File: src/rtl/assert_macros.svh
// Assertion helpers used by the RTL.
`ifndef ASSERT_MACROS_SVH
`define ASSERT_MACROS_SVH

// Property must hold at every edge outside reset.
`define CAU_ASSERT(lbl, clk, rstn, prop) \
    lbl: assert property (@(posedge clk) disable iff (!rstn) (prop)) \
        else $error("assertion failed");

// Antecedent implies consequent at the same edge.
`define CAU_IMPLY(lbl, clk, rstn, ante, cons) \
    lbl: assert property (@(posedge clk) disable iff (!rstn) (ante) |-> (cons)) \
        else $error("implication failed");

`endif

File: src/rtl/cau_pkg.sv
package cau_pkg;

    localparam logic [1:0] FUNC_ADD = 2'd0;
    localparam logic [1:0] FUNC_SUB = 2'd1;
    localparam logic [1:0] FUNC_MUL = 2'd2;
    localparam logic [1:0] FUNC_DIV = 2'd3;

    typedef struct packed {
        logic valid;
        logic is_div;
        logic dz;
    } ctl_t;

endpackage

File: src/rtl/cau_div_stage.sv
module cau_div_stage #(
    parameter int W = 16,
    parameter int F = 12,
    parameter int K = 0,
    localparam int NW = 2*W + 1 + F
) (
    input  logic               clk,
    input  logic               rst_n,
    input  logic               adv,
    input  cau_pkg::ctl_t      ctl_in,
    input  logic [1:0]         neg_in,
    input  logic [1:0][W:0]    val_in,
    input  logic [1:0][NW-1:0] rem_in,
    input  logic [2*W:0]       den_in,
    output cau_pkg::ctl_t      ctl_out,
    output logic [1:0]         neg_out,
    output logic [1:0][W:0]    val_out,
    output logic [1:0][NW-1:0] rem_out,
    output logic [2*W:0]       den_out
);
    import cau_pkg::*;

    localparam int XW = NW + W;

    logic [1:0][W:0]    val_next;
    logic [1:0][NW-1:0] rem_next;
    ctl_t               ctl_reg;
    logic [1:0]         neg_reg;
    logic [1:0][W:0]    val_reg;
    logic [1:0][NW-1:0] rem_reg;
    logic [2*W:0]       den_reg;

    // one restoring step: quotient bit K of each lane
    always_comb
    begin
        for (int l = 0; l < 2; l++)
        begin
            val_next[l] = val_in[l];
            rem_next[l] = rem_in[l];
            if (ctl_in.is_div && ((rem_in[l] >> K) >= NW'(den_in)))
            begin
                rem_next[l]    = NW'(XW'(rem_in[l]) - (XW'(den_in) << K));
                val_next[l][K] = 1'b1;
            end
        end
    end

    always_ff @(posedge clk or negedge rst_n)
    begin
        if (!rst_n)
        begin
            ctl_reg <= '0;
        end
        else if (adv)
        begin
            ctl_reg <= ctl_in;
        end
    end

    always_ff @(posedge clk)
    begin
        if (adv)
        begin
            neg_reg <= neg_in;
            val_reg <= val_next;
            rem_reg <= rem_next;
            den_reg <= den_in;
        end
    end

    assign ctl_out = ctl_reg;
    assign neg_out = neg_reg;
    assign val_out = val_reg;
    assign rem_out = rem_reg;
    assign den_out = den_reg;

endmodule

File: config.mk
export PLATFORM = sky130hd
export DESIGN_NAME = cau_div_stage
export DESIGN_NICKNAME = d
export VERILOG_FILES = /design/src/rtl/assert_macros.svh /design/src/rtl/cau_pkg.sv /design/src/rtl/cau_div_stage.sv
export SDC_FILE = /design/constraint.sdc
export NUM_CORES = 1
export LEC_CHECK = 0
export ABC_AREA = 1
export BUFFER_PORTS_ARGS = -buffer_cell sky130_fd_sc_hd__clkbuf_2
export CORE_ASPECT_RATIO = 0.75
export CORE_UTILIZATION = 55
export DETAILED_ROUTE_END_ITERATION = 16
export PLACE_DENSITY = 0.82
export SLEW_MARGIN = 5
export SYNTH_ARGS = -nofsm -noshare
export SYNTH_HDL_FRONTEND = slang
export SYNTH_SLANG_ARGS = --single-unit
File: constraint.sdc
create_clock -name clk -period 0.9 [get_ports clk]
set_input_delay 0.27 -clock clk [delete_from_list [all_inputs] [get_ports clk]]
set_output_delay 0.27 -clock clk [all_outputs]
set_load 0.05 [all_outputs]
==> impl_metrics.tcl, run 1 <==
set metrics [dict create \
    yosysSeqAreaShare_pct 37.94 \
    ys_ff_latch 162 \
    lastStage "clock tree synthesis" \
    die_w_um 178.0 \
    clockRootBuffer "clkbuf_16" \
    cts_buffer_depth 2 \
    status "stopped before the end" \
    yosys.cell_types.count 37 \
    rows 47 \
    cts_setup_buffers 40 \
    ys_warn_count 0 \
    synth_edf_count 159 \
    place_congestion 1.054 \
    io_pins 327 \
    tool.error "[ERROR DPL-0033] detailed placement checks failed during check placement." \
    syn_avg_cell_area_um2 6.752 \
    initial_utilization_pct 57.05 \
    die_y_um 134.0 \
    syn_inst 1893 \
    cts_hold_buf 31 \
    cts_sinks 162 \
    synthArstFlopShare_pct 1.852 \
    netlist_area_mm2 0.01278 \
    cts_made_buffers 17 \
    dpl_cell_area_mm2 0.01809 \
    cts_max_level 4 \
    synth.net_count 2126 \
    place_hpwl_mm 44.88 \
    numPortBuffers 326 \
    cts_resized 609 \
    ys.flop_type "edfxtp_1" \
]
-- through the flow --
| stage | utilization, % | cells | setup WS, ns | TNS, ns | hold WS, ns |
|---|---|---|---|---|---|
| after floorplan | - | 1893 | -1.134 | -99.41 | -0.02559 |
| after global placement | 80.76 | 2876 | -1.615 | -161.18 | 0.07142 |
| after detailed placement | 80.76 | 2876 | -1.719 | -172.37 | 0.07344 |
-- Yosys cell counts (4+ instances only) --
cell type  number  area share [%]
nand2_1       805              24
inv_1         339              10
edfxtp_1      159              37
nor2_1        151             4.4
nand3_1       140             5.5
ha_1           66             6.5
a21oi_1        47             1.8
xor2_1         39             2.7
nand4_1        19            0.93
nand2_2        17            0.83
nor3_1         14            0.55
nand3b_1       13            0.76
o21ai_0        13            0.51
buf_2           9            0.35
inv_2           7            0.21
and2_1          6            0.29
clkbuf_1        6            0.18
o21bai_1        5            0.29
buf_4           4            0.23
nor2_2          4            0.20
-- cell families after synthesis --
| kind of cell | after synthesis | share of synthesized area [%] |
|---|---|---|
| buffers and inverters | 368 | 11.19 |
| XOR/XNOR | 41 | 2.809 |
| AO/OA/AOI/OAI | 70 | 3.113 |
| adder cells (fa/ha/maj) | 68 | 6.774 |
| flip-flops | 162 | 37.94 |
| AND/OR/NAND/NOR | 1182 | 38.00 |
| multiplexers | 2 | 0.1762 |
==> run 2, diff against run 1 <==
--- a/config.mk
+++ b/config.mk
@@ -7,10 +7,9 @@
 export LEC_CHECK = 0
 export ABC_AREA = 1
 export BUFFER_PORTS_ARGS = -buffer_cell sky130_fd_sc_hd__clkbuf_2
-export CORE_ASPECT_RATIO = 0.75
-export CORE_UTILIZATION = 55
+export CORE_UTILIZATION = 40
 export DETAILED_ROUTE_END_ITERATION = 16
-export PLACE_DENSITY = 0.82
+export PLACE_DENSITY_LB_ADDON = 0.15
 export SLEW_MARGIN = 5
 export SYNTH_ARGS = -nofsm -noshare
 export SYNTH_HDL_FRONTEND = slang
==> impl_metrics.tcl, run 2 <==
set metrics [dict create \
    status "finished with violations" \
    violations "negative setup slack" \
    ys_warn_count 0 \
    place_congestion 0.9517 \
    drt.antenna.violating_nets 0 \
    required_ns 1.23 \
    yosys.area.top_type "edfxtp_1" \
    post-route-period-util_pct 221.4 \
    syn_avg_cell_area_um2 6.752 \
    drc_errors 0 \
    fin_skew_ns 0 \
    grt_overflow 0 \
    post-route-util_pct 65.81 \
    vias 14657 \
    fmax_ghz 0.5019 \
    finalNetCount 2902 \
    rows 65 \
    grt_first_pass_wirelength_mm 77.85 \
    routed_wl_mm 51.87 \
    antenna_found_initial 0 \
    largest_register_ffs 90 \
    slew_headroom_pct 72.48 \
    drive_gt1_share_pct 37.70 \
    syn_inst 1893 \
    slew_viol_final 0 \
    max_stage_delay_ns 0.28 \
    routed_via_density 4.753 \
    design.core.area_mm2 0.03147 \
    total_power_mw 28.56 \
    synthArstFlopShare_pct 1.852 \
    ys_ff_latch 162 \
    synth-simple-area-share_pct 38.00 \
    diodes 0 \
    die_w_um 180.8 \
    muxShareOfSynthArea_pct 0.1762 \
    cp-end-kind "flip-flop" \
    numPortBuffers 326 \
    peakVddDrop_uv 1300 \
    slowest_stage "ha_4" \
    drv_cap 0 \
    path_class "primary input to flip-flop" \
    layout_commonest_cell "nand2_1" \
    netlist_area_mm2 0.01278 \
    first_global_vias 14596 \
    first_pass_iters 5 \
    hold_viol 0 \
    clockRootBuffer "clkbuf_16" \
    synth.net_count 2126 \
    synth_top_family_by_area "simple AND/OR/NAND/NOR gates" \
    cts_sinks 162 \
    fin_crit_ns 1.993 \
    die_y_um 180.8 \
    wl_per_cell_um 16.82 \
    crit_buf_inv 6 \
    fin_ws_ns -1.093 \
    layout_common_cells "nand2_1 (739), buf_4 (377), inv_1 (318), clkbuf_2 (272), edfxtp_1 (159)" \
    cp_max_fo 4 \
    path_clk_slew_ns 0.07 \
    cts_tree "done" \
    setup_viol 254 \
    ys.flop_type "edfxtp_1" \
    crit_family "simple AND/OR/NAND/NOR gates" \
    synth_top_cell_area_share_pct 37.35 \
    yosys.cell_types.count 37 \
    initialDrtViolationCount 796 \
    synth_most_common_cell "nand2_1" \
    grt_util_all_layers_pct 31.55 \
    yosys-top-cells-count "nand2_1 (805), inv_1 (339), edfxtp_1 (159)" \
    pwr_density_cell_mw_per_mm2 1379 \
    cts_max_level 4 \
    synthAdderAreaFrac_pct 6.774 \
    area.growth.synth_to_final_pct 62.04 \
    yosysSeqAreaShare_pct 37.94 \
    cp-start-kind "primary input" \
    clk_latency_ns 0.46 \
    cts_made_buffers 17 \
    cts_buffer_depth 2 \
    tns_ns -161.29 \
    synth_edf_count 159 \
    cp.arrival_ns 2.32 \
    synth.top_cells.by_area "edfxtp_1 (37%), nand2_1 (24%), inv_1 (10%)" \
    grt_start_max_net_pins 50 \
    worst_pin_slew_ns 0.4128 \
    place_hpwl_mm 41.67 \
    power_leakage_nw 10.98 \
    crit_chain "buf_8, clkinvlp_4, buf_12, ha_4, nand2_4, nor2_4, inv_2, nor2_1, nand2_1, nand2_2, nand2_2, nand2_4, nand2_4, buf_6, a21oi_4, clkbuf_16, nand2_2, nand2_1" \
    synth_compound_area_share_pct 3.113 \
    rsz0062_at_grt "yes" \
    place_ws_ns -1.681 \
    io_pins 327 \
    synth_xor_area_share_pct 2.809 \
    hold_class "primary input to flip-flop" \
    initial_utilization_pct 40.61 \
    fp.dieArea_mm2 0.03267 \
]
run 2: cell counts after synthesis:
Identical to the previous run, type by type.
run 2: per-stage QoR:
stage                     area (um^2)  hold slack, ns  instances
after floorplan                 13180        -0.02559       1893
after global placement          18190         0.06735       2973
after detailed placement        18190         0.07112       2973
after CTS                       20140        0.004983       3076
after global routing            20710         0.01261       3084
final                           20710         0.01959       3084
run 2: worst paths after layout:
check | startpoint | to | slack (ns) | depth (start not counted)
worst max-delay path | den_in[11] | rem_out[42] | -1.09 | 18
worst min-delay path | den_in[24] | den_out[24] | 0.02 | 1
worst max register to register | ctl_out[2] | ctl_out[2] | 0.12 | 1
worst min register to register | ctl_out[0] | ctl_out[0] | 0.53 | 1
max in group asynchronous | rst_n | ctl_out[2] | 0.65 | 2
min in group asynchronous | rst_n | ctl_out[0] | 0.13 | 2
run 2: power by group:
group	internal (mW)	switching [mW]	total, mW
Combinational	4.73	7.51	12.2
Clock	3.56	3.35	6.90
Sequential	9.18	0.240	9.42
Total	17.5	11.1	28.6
run 2: kinds of logic after synthesis:
family	after synthesis
flip-flops	162
XOR/XNOR	41
AO/OA/AOI/OAI	70
AND/OR/NAND/NOR	1182
multiplexers	2
adder cells (fa/ha/maj)	68
buffers and inverters	368
run 2: cell type report:
cell class,instances,area (um^2)
Timing Repair Buffer,779,5884
Sequential cell,162,4852
Tap cell,402,503.0
Clock inverter,14,107.6
Multi-Input combinational cell,1363,7634
Inverter,346,1303
Fill cell,2829,10760
Clock buffer,18,429.2
run 2: routing by layer:
layer  GRT usage, %  part of all wire, %  vias to the layer above
li1               -                    -                     7461
met5              0                    0                        -
met1          37.49                   42                     6666
met4          13.81                  3.8                        0
met2          57.53                   51                      423
met3          3.064                  3.8                      107
run 2: repair_timing:
| item | 4_1_cts | 5_1_grt |
|---|---|---|
| setup endpoints to repair | 254 | 254 |
| resized for setup | 177 | 145 |
| cloned | 3 | 2 |
| hold buffers | 45 | 1 |
| setup buffers | 24 | 5 |
| endpoints found under the hold margin | 47 | 1 |
| pin swaps | 27 | 24 |
Note: power is estimated with default switching activity, not from simulation.
